## config.mk

```make
export PLATFORM = sky130hd
export DESIGN_NAME = buddy_block_allocator_core
export DESIGN_NICKNAME = d
export VERILOG_FILES = /design/src/hw/rtl/bba_pkg.sv /design/src/hw/rtl/buddy_block_allocator_core.sv /design/src/hw/rtl/bba_first_free.sv
export SDC_FILE = /design/constraint.sdc
export NUM_CORES = 1
export LEC_CHECK = 0
export ABC_AREA = 1
export ABC_CLOCK_PERIOD_IN_PS = 8900
export BUFFER_PORTS_ARGS = -buffer_cell sky130_fd_sc_hd__buf_4
export CORE_MARGIN = 2
export CORE_UTILIZATION = 60
export DETAILED_ROUTE_END_ITERATION = 7
export PLACE_DENSITY = 0.76
export SYNTH_ARGS = -nofsm -noshare
export SYNTH_HDL_FRONTEND = slang
export SYNTH_HIERARCHICAL = 1
export SYNTH_SLANG_ARGS = --single-unit
```

## constraint.sdc

```tcl
create_clock -name aclk -period 8.9 [get_ports aclk]
set_input_delay 0.89 -clock aclk [delete_from_list [all_inputs] [get_ports aclk]]
set_output_delay 0.89 -clock aclk [all_outputs]
set_load 0.05 [all_outputs]
```

## src/hw/rtl/bba_pkg.sv

```systemverilog
// Package for the buddy block allocator: fixed sizes, status and mode codes,
// controller states and the search result struct. No dependencies.
package bba_pkg;

    localparam int MAX_ORDER     = 6;
    localparam int SEGMENT_BYTES = 16;
    localparam int ARENA_SEGS    = 1 << MAX_ORDER;
    localparam int LEVELS        = MAX_ORDER + 1;
    localparam int ADDR_W        = 6;
    localparam int LVL_W         = 3;
    localparam int WANT_W        = 4;
    localparam int BYTES_W       = 12;
    localparam int GROUP_W       = 8;
    localparam int GROUP_CNT     = ARENA_SEGS / GROUP_W;
    localparam int SUB_W         = 3;

    typedef logic [ARENA_SEGS-1:0] bba_row_t;

    typedef enum logic [1:0] {
        STATUS_OK        = 2'd0,
        STATUS_NO_MEMORY = 2'd1,
        STATUS_TOO_LARGE = 2'd2,
        STATUS_BAD_FREE  = 2'd3
    } bba_status_t;

    typedef enum logic {
        MODE_ALLOC = 1'b0,
        MODE_FREE  = 1'b1
    } bba_mode_t;

    typedef enum logic [3:0] {
        ST_IDLE,
        ST_A_CHECK,
        ST_A_RD,
        ST_A_GRP,
        ST_A_PICK,
        ST_A_CLR,
        ST_A_SPLIT,
        ST_A_MARK,
        ST_F_CHECK,
        ST_F_ORD,
        ST_F_RD,
        ST_F_TEST,
        ST_F_SET_RD,
        ST_F_SET,
        ST_RESP
    } bba_state_t;

    typedef struct packed {
        logic              found;
        logic [ADDR_W-1:0] index;
    } bba_ffs_t;

endpackage

```

## src/hw/rtl/buddy_block_allocator_core.sv

```systemverilog
// Buddy block allocator core: one result item per input item, one item in work at a time.
// Allocate: check the order, per tree level searched read, register and search its row, take
// the block, split down to the wanted order, mark, respond. Free: check the mark, fetch the order,
// test each buddy, read and set the merged row, respond. A rejected item goes straight to response.
// Reset (aresetn low, synchronous): whole arena one free block, no segment granted.
// Depends on bba_pkg and bba_first_free.
module buddy_block_allocator_core (
    input  logic        aclk,
    input  logic        aresetn,
    input  logic        s_tvalid,
    output logic        s_tready,
    input  logic [23:0] s_tdata,  // [11:0] request_bytes, [17:12] free_addr, rest zero
    input  logic        s_tuser,  // [0] mode
    output logic        m_tvalid,
    input  logic        m_tready,
    output logic [15:0] m_tdata,  // [5:0] granted_addr, [8:6] block_order, rest zero
    output logic [1:0]  m_tuser   // [1:0] status
);
    import bba_pkg::*;

    // Free-map: one row per tree level, bit j of row k is the order-k block j
    bba_row_t          row_mem [LEVELS];
    bba_row_t          row_q_reg;
    logic [LVL_W-1:0]  row_q_idx_reg;
    logic              row_q_vld_reg;
    logic [LEVELS-1:0] row_valid_reg;
    logic              row_we;
    logic              row_re;
    logic [LVL_W-1:0]  row_waddr;
    logic [LVL_W-1:0]  row_raddr;
    bba_row_t          row_wdata;
    bba_row_t          row_eff;

    // Order store, with the granted marks acting as its valid bits
    logic [LVL_W-1:0]      order_mem [ARENA_SEGS];
    logic [LVL_W-1:0]      order_q_reg;
    logic                  order_we;
    logic                  order_re;
    logic [ARENA_SEGS-1:0] mark_reg;
    logic [ARENA_SEGS-1:0] mark_next;

    bba_state_t        state_reg, state_next;
    logic [WANT_W-1:0] want_reg, want_next;
    logic [ADDR_W-1:0] faddr_reg, faddr_next;
    logic [LVL_W-1:0]  lvl_reg, lvl_next;
    logic [LVL_W-1:0]  spl_reg, spl_next;
    logic [LVL_W-1:0]  ord_reg, ord_next;
    logic [ADDR_W-1:0] addr_reg, addr_next;
    bba_row_t          hold_reg, hold_next;
    logic [1:0]        res_status_reg, res_status_next;
    logic [ADDR_W-1:0] res_addr_reg, res_addr_next;
    logic [LVL_W-1:0]  res_order_reg, res_order_next;
    logic              m_tvalid_reg, m_tvalid_next;
    logic [15:0]       m_tdata_reg, m_tdata_next;
    logic [1:0]        m_tuser_reg, m_tuser_next;

    bba_ffs_t          ffs;

    // Order of a request: bit length of bytes / SEGMENT_BYTES, by constant compares
    function automatic logic [WANT_W-1:0] want_of(input logic [BYTES_W-1:0] bytes);
        logic [WANT_W-1:0] cnt;
        cnt = '0;
        for (int j = 0; j < BYTES_W; j++) begin
            if (32'(bytes) >= (32'(SEGMENT_BYTES) << j)) begin
                cnt = cnt + WANT_W'(1);
            end
        end
        return cnt;
    endfunction

    assign s_tready = (state_reg == ST_IDLE);
    assign m_tvalid = m_tvalid_reg;
    assign m_tdata  = m_tdata_reg;
    assign m_tuser  = m_tuser_reg;

    // An unwritten row reads as its reset value: only the top block free
    always_comb begin
        if (row_q_vld_reg) begin
            row_eff = row_q_reg;
        end else if (row_q_idx_reg == LVL_W'(MAX_ORDER)) begin
            row_eff = bba_row_t'(1);
        end else begin
            row_eff = '0;
        end
    end

    bba_first_free u_first_free (
        .aclk  (aclk),
        .row_i (row_eff),
        .ffs_o (ffs)
    );

    always_ff @(posedge aclk) begin
        if (row_we) begin
            row_mem[row_waddr] <= row_wdata;
        end
        if (row_re) begin
            row_q_reg     <= row_mem[row_raddr];
            row_q_idx_reg <= row_raddr;
            row_q_vld_reg <= row_valid_reg[row_raddr] || (row_we && row_waddr == row_raddr);
        end
        if (order_we) begin
            order_mem[addr_reg] <= want_reg[LVL_W-1:0];
        end
        if (order_re) begin
            order_q_reg <= order_mem[faddr_reg];
        end
    end

    always_ff @(posedge aclk) begin
        if (!aresetn) begin
            state_reg     <= ST_IDLE;
            row_valid_reg <= '0;
            mark_reg      <= '0;
            m_tvalid_reg  <= 1'b0;
        end else begin
            state_reg    <= state_next;
            mark_reg     <= mark_next;
            m_tvalid_reg <= m_tvalid_next;
            if (row_we) begin
                row_valid_reg[row_waddr] <= 1'b1;
            end
        end
    end

    always_ff @(posedge aclk) begin
        want_reg       <= want_next;
        faddr_reg      <= faddr_next;
        lvl_reg        <= lvl_next;
        spl_reg        <= spl_next;
        ord_reg        <= ord_next;
        addr_reg       <= addr_next;
        hold_reg       <= hold_next;
        res_status_reg <= res_status_next;
        res_addr_reg   <= res_addr_next;
        res_order_reg  <= res_order_next;
        m_tdata_reg    <= m_tdata_next;
        m_tuser_reg    <= m_tuser_next;
    end

    always_comb begin
        logic [ADDR_W-1:0] bit_idx;
        logic [ADDR_W:0]   low_mask;
        logic [LVL_W-1:0]  ord_c;

        state_next      = state_reg;
        want_next       = want_reg;
        faddr_next      = faddr_reg;
        lvl_next        = lvl_reg;
        spl_next        = spl_reg;
        ord_next        = ord_reg;
        addr_next       = addr_reg;
        hold_next       = hold_reg;
        res_status_next = res_status_reg;
        res_addr_next   = res_addr_reg;
        res_order_next  = res_order_reg;
        m_tdata_next    = m_tdata_reg;
        m_tuser_next    = m_tuser_reg;
        mark_next       = mark_reg;
        m_tvalid_next   = m_tvalid_reg && !m_tready;
        row_we          = 1'b0;
        row_re          = 1'b0;
        row_waddr       = lvl_reg;
        row_raddr       = lvl_reg;
        row_wdata       = '0;
        order_we        = 1'b0;
        order_re        = 1'b0;
        bit_idx         = addr_reg >> lvl_reg;
        ord_c           = (order_q_reg > LVL_W'(MAX_ORDER)) ? LVL_W'(MAX_ORDER) : order_q_reg;
        low_mask        = ((ADDR_W + 1)'(1) << ord_c) - (ADDR_W + 1)'(1);

        unique case (state_reg)
            ST_IDLE: begin
                // Latch the item and its order
                if (s_tvalid) begin
                    want_next  = want_of(s_tdata[BYTES_W-1:0]);
                    faddr_next = s_tdata[BYTES_W +: ADDR_W];
                    state_next = (s_tuser == MODE_FREE) ? ST_F_CHECK : ST_A_CHECK;
                end
            end
            ST_A_CHECK: begin
                if (want_reg > WANT_W'(MAX_ORDER)) begin
                    res_status_next = STATUS_TOO_LARGE;
                    res_addr_next   = '0;
                    res_order_next  = '0;
                    state_next      = ST_RESP;
                end else begin
                    lvl_next   = want_reg[LVL_W-1:0];
                    state_next = ST_A_RD;
                end
            end
            ST_A_RD: begin
                row_re     = 1'b1;
                state_next = ST_A_GRP;
            end
            ST_A_GRP: begin
                hold_next  = row_eff;
                state_next = ST_A_PICK;
            end
            ST_A_PICK: begin
                if (ffs.found) begin
                    addr_next  = ffs.index << lvl_reg;
                    hold_next  = hold_reg & ~(bba_row_t'(1) << ffs.index);
                    state_next = ST_A_CLR;
                end else if (lvl_reg == LVL_W'(MAX_ORDER)) begin
                    res_status_next = STATUS_NO_MEMORY;
                    res_addr_next   = '0;
                    res_order_next  = '0;
                    state_next      = ST_RESP;
                end else begin
                    lvl_next   = lvl_reg + LVL_W'(1);
                    state_next = ST_A_RD;
                end
            end
            ST_A_CLR: begin
                // Take the block; levels between held no free block at all
                row_we    = 1'b1;
                row_wdata = hold_reg;
                spl_next  = lvl_reg;
                if (lvl_reg > want_reg[LVL_W-1:0]) begin
                    state_next = ST_A_SPLIT;
                end else begin
                    state_next = ST_A_MARK;
                end
            end
            ST_A_SPLIT: begin
                // Free the upper half one level down, keep the lower half
                row_we    = 1'b1;
                row_waddr = spl_reg - LVL_W'(1);
                row_wdata = bba_row_t'(1) << ((addr_reg >> row_waddr) | ADDR_W'(1));
                spl_next  = spl_reg - LVL_W'(1);
                if (row_waddr == want_reg[LVL_W-1:0]) begin
                    state_next = ST_A_MARK;
                end
            end
            ST_A_MARK: begin
                order_we           = 1'b1;
                mark_next[addr_reg] = 1'b1;
                res_status_next    = STATUS_OK;
                res_addr_next      = addr_reg;
                res_order_next     = want_reg[LVL_W-1:0];
                state_next         = ST_RESP;
            end
            ST_F_CHECK: begin
                if (!mark_reg[faddr_reg]) begin
                    res_status_next = STATUS_BAD_FREE;
                    res_addr_next   = '0;
                    res_order_next  = '0;
                    state_next      = ST_RESP;
                end else begin
                    order_re             = 1'b1;
                    mark_next[faddr_reg] = 1'b0;
                    state_next           = ST_F_ORD;
                end
            end
            ST_F_ORD: begin
                ord_next  = ord_c;
                lvl_next  = ord_c;
                addr_next = faddr_reg & ~low_mask[ADDR_W-1:0];
                state_next = (ord_c < LVL_W'(MAX_ORDER)) ? ST_F_RD : ST_F_SET_RD;
            end
            ST_F_RD: begin
                row_re     = 1'b1;
                state_next = ST_F_TEST;
            end
            ST_F_TEST: begin
                // Merge with the aligned buddy while it is free
                if (row_eff[bit_idx ^ ADDR_W'(1)]) begin
                    row_we    = 1'b1;
                    row_wdata = row_eff & ~(bba_row_t'(1) << (bit_idx ^ ADDR_W'(1)));
                    addr_next = addr_reg & ~(ADDR_W'(1) << lvl_reg);
                    lvl_next  = lvl_reg + LVL_W'(1);
                    state_next = (lvl_next < LVL_W'(MAX_ORDER)) ? ST_F_RD : ST_F_SET_RD;
                end else begin
                    state_next = ST_F_SET_RD;
                end
            end
            ST_F_SET_RD: begin
                row_re     = 1'b1;
                state_next = ST_F_SET;
            end
            ST_F_SET: begin
                row_we          = 1'b1;
                row_wdata       = row_eff | (bba_row_t'(1) << bit_idx);
                res_status_next = STATUS_OK;
                res_addr_next   = '0;
                res_order_next  = ord_reg;
                state_next      = ST_RESP;
            end
            ST_RESP: begin
                // Hold until the output register is free
                if (!m_tvalid_reg || m_tready) begin
                    m_tvalid_next = 1'b1;
                    m_tdata_next  = {7'b0, res_order_reg, res_addr_reg};
                    m_tuser_next  = res_status_reg;
                    state_next    = ST_IDLE;
                end
            end
            default: begin
                state_next = ST_IDLE;
            end
        endcase
    end

`ifndef SYNTH
    // A row is never read in the cycle it is written; other rows may be
    a_row_hazard: assert property (@(posedge aclk) disable iff (!aresetn)
        (row_we && row_re) |-> (row_waddr != row_raddr))
        else $error("row read and write collide");

    // An accepted item always starts work
    a_accept_busy: assert property (@(posedge aclk) disable iff (!aresetn)
        (s_tvalid && s_tready) |=> (state_reg != ST_IDLE))
        else $error("accepted item dropped");

    // A failed item never carries an address or order
    a_fail_zero: assert property (@(posedge aclk) disable iff (!aresetn)
        (m_tvalid && m_tuser != STATUS_OK) |-> (m_tdata == 16'd0))
        else $error("failed item carries payload");
`endif

endmodule

```

## src/hw/rtl/bba_first_free.sv

```systemverilog
// Two-stage lowest-set-bit search over one free-map row.
// Depends on bba_pkg.
module bba_first_free (
    input  logic              aclk,
    input  bba_pkg::bba_row_t row_i,
    output bba_pkg::bba_ffs_t ffs_o
);
    import bba_pkg::*;

    logic [GROUP_CNT-1:0]  any_reg;
    logic [SUB_W-1:0]      sub_reg [GROUP_CNT];
    logic [GROUP_CNT-1:0]  any_next;
    logic [SUB_W-1:0]      sub_next [GROUP_CNT];

    // Stage one: per-group any flag and lowest bit within the group
    always_comb begin
        for (int g = 0; g < GROUP_CNT; g++) begin
            any_next[g] = |row_i[g*GROUP_W +: GROUP_W];
            sub_next[g] = '0;
            for (int b = GROUP_W - 1; b >= 0; b--) begin
                if (row_i[g*GROUP_W + b]) begin
                    sub_next[g] = SUB_W'(b);
                end
            end
        end
    end

    always_ff @(posedge aclk) begin
        any_reg <= any_next;
        for (int g = 0; g < GROUP_CNT; g++) begin
            sub_reg[g] <= sub_next[g];
        end
    end

    // Stage two: pick the lowest group that holds a free bit
    always_comb begin
        ffs_o.found = 1'b0;
        ffs_o.index = '0;
        for (int g = GROUP_CNT - 1; g >= 0; g--) begin
            if (any_reg[g]) begin
                ffs_o.found = 1'b1;
                ffs_o.index = ADDR_W'(g * GROUP_W + int'(sub_reg[g]));
            end
        end
    end

endmodule
```

==> results by group <==
Global route
  – First-pass GRT wire length: 176 mm
  – Number of global-route vias before repair: just over 30000
  – GRT overflow: 0
  – GRT Total Usage: between 30% and 40%
  – Antenna violations before repair: 0
  – Largest net degree at the start of global routing: around 210

Detailed routing
  – DRT iter0 DRCs: 5333
  – Remaining DRCs: 0
  – Total number of vias: about 33000
  – WL per Instance: ~22 um
  – Vias per cell: between 6 and 7
  – Pre-antenna DRT Iters: 7
  – Remaining antenna violation count: 0
  – Post-Route WL: approximately 120 mm

Placement
  – PortBufs: 31
  – GP Congestion: between 0.9 and 1
  – Dpl hpwl: between 60 and 70 mm
  – Cell Area, Placed: 43200 sq um

Final layout
  – Most frequent cells in the layout: edfxtp_1, nand2_1, o21ai_0
  – # nets final: about 4200
  – Largest register FFs: 448
  – Post-layout util: between 60% and 70%
  – Most flops, register: row_mem
  – Area delta synth->final: 9.50%
  – Commonest non-fill, non-tap cell in the layout: edfxtp_1
  – N_diodes: 0
  – Share of cells above drive strength 1: slightly below 7%
  – Largest regs: row_mem (448), order_mem (192)
  – Fin area: approximately 46000 sq um

Critical path
  – Worst-path cell chain: inv_4, buf_4, nand2_1, nand2_2, nand2_1, nand2_1, nand2_1, nand3_1, nand3_1, nand3_1, nand3_2, nand2_2, inv_2, nand2_1, nand2_2, nand2_1, clkinv_2, buf_4
  – Slowest cell delay on critical path: approximately 770 ps
  – CP Capture Type: flop
  – CP delay by family, top: buffers and inverters
  – Worst-path fanout max: 80
  – Most used cell along the critical path: nand2_1
  – CP arrival: 6430 ps
  – Critical-path top delay cell: buf_4
  – Worst Path Buf+Inv: 5
  – CP required: roughly 9200 ps
  – Crit Path Class: flop to flop
  – Worst setup SP type: flop

Power
  – Worst VDD drop: roughly 270 uV
  – Pleak: ~17 nW
  – Pwr Density: between 200 and 300 nW/um^2
  – Final Power: 13.7 mW

Clock network
  – Post-cts hold buffer count: 0
  – TritonCTS clock tree: built
  – Maximum clock path buffer count: 3
  – TritonCTS Sinks: 930
  – Postcts setup bufs: 0
  – Worst skew pair latency: between 600 and 700 ps
  – Post_cts resized: 0
  – CTS root buffer: clkbuf_16
  – H-tree levels: 3
  – CTS buffer count: between 90 and 100
  – Clk pin slew, worst setup/hold paths: 60 ps

Die
  – Die Width: roughly 270 um
  – Starting density of the core: 60.5%
  – Area of the die: just over 70000 sq um
  – Core Footprint: about 70000 sq um
  – Io pins: 49
  – Vert. Die Dim: around 270 um
  – Row cnt: 97

Synth
  – Async set-reset flop share out of synthesis: 0%
  – Mean post-synth cell area: about 10 sq um
  – Most used flip-flop cell after synthesis: edfxtp_1
  – Post-synthesis sequential area ratio: between 60% and 70%
  – Synth area leaders: edfxtp_1, nand2_1, dfxtp_1
  – Post-synthesis cell count: ~4200
  – Post-synth EDFFs: ~820
  – Synthesized area: 42300 sq um
  – Area share of the largest cell type after synthesis: just under 60%
  – Post-synthesis register bit count: between 900 and 1000
  – Synth unique cells: 47
  – Largest area contributor in the netlist: edfxtp_1
  – Synth Warn #: 6

Hold path
  – Type of the most critical hold path: flop to flop

Timing
  – Tcrit/Tclk final: around 69%
  – Hold_ws: 404 ps
  – Max-slew headroom: about 17%
  – Final slew viol count: 0
  – Peak Freq: between 0.15 and 0.2 GHz
  – Final setup viols: 0
  – Final Skew: around 25 ps
  – Fin crit period: a little over 6000 ps
  – RSZ-0062 raised after global routing: no
  – Post-Route Setup TNS: 0 ps
  – Worst-Margin Slew: roughly 1200 ps
  – Hold Vio Cnt, Final: 0

Flow run
  – Max Cap Viol: 0

Outcome
  – Status: complete, no violations
where the power goes:
group,internal (mW),switching [mW],leakage [nW],total [mW]
Combinational,1.01,3.13,6.19,4.14
Sequential,5.33,0.221,8.96,5.55
Clock,2.35,1.67,1.51,4.02
Total,8.69,5.02,16.7,13.7
logic make-up (layout without fill, tap and decap cells):
logic type / Yosys count / in the layout / synth area share (%)
flops: 930 / 930 / 63.5
xor+xnor: 9 / 9 / 0.187
buf+inv: 500 / 505 / 4.82
fa+ha+maj: 15 / 15 / 0.444
compound gates: 905 / 905 / 12.1
simple gates: 1832 / 1832 / 18.9
other cells: 1 / 7 / 0.00887
stage by stage:
step	cells	setup WS, ps
5_1_grt	5143	2570
2_1_floorplan	4198	2900
6_report	5143	2790
3_3_place_gp	4972	3140
4_1_cts	5143	3010
3_5_place_dp	4972	3030
cells in the mapped netlist, types with 4 or more instances:
cell and count:
o221ai_1 5, nand3_2 8, buf_1 35, dfxtp_1 108
o21ai_1 9, a221oi_1 28, clkinv_1 8, inv_2 17
a22o_1 21, nor3_1 114, o22ai_1 64, edfxtp_1 822
nor4_1 11, nand4_1 78, nor2_1 402, nand3b_1 50
o2111ai_1 17, a21oi_1 210, o211ai_1 4, or2_1 17
nand2_2 8, inv_1 224, nor3_2 4, ha_1 15
nand2_1 812, buf_2 28, clkbuf_1 163, a31oi_1 64
buf_6 8, a211oi_1 6, a22oi_1 40, o21ai_0 429
buf_4 17, nand3_1 316, xor2_1 6
layer usage:
layer	routed length, um	track usage (%)	up-vias
met3	14500	7.28	331
met2	50300	46.0	2111
met4	4390	12.0	0
li1	-	-	14800
met1	46300	45.7	15400
met5	0	0	-
path summary, 6_finish.rpt:
kind	cells past startpoint	slack, ps	to	from
max	18	2790	row_mem[2][2]	lvl_reg[2]
min	0	400	m_tdata[5]	res_addr_reg[5]
max reg2reg	18	2790	row_mem[2][2]	lvl_reg[2]
min reg2reg	0	400	m_tdata[5]	res_addr_reg[5]
layout make-up:
cell class | count | area (sq um)
Fill cell | 5308 | 23600
Inverter | 249 | 951
Clock inverter | 57 | 717
Tap cell | 940 | 1180
Clock buffer | 114 | 2410
Sequential cell | 930 | 26800
Multi-Input combinational cell | 2768 | 13500
Timing Repair Buffer | 85 | 663
worst reg2reg max path: stages (launching register included):
cell      delay (ps)
edfxtp_1         700
inv_4            620
buf_4            800
nand2_1          450
nand2_2          390
nand2_1           90
nand2_1           80
nand2_1           50
nand3_1          210
nand3_1          160
nand3_1          120
nand3_2          150
nand2_2          180
inv_2             60
nand2_1          110
nand2_2          140
nand2_1          150
clkinv_2         670
buf_4            630
Note: power is estimated with default switching activity, not from simulation.
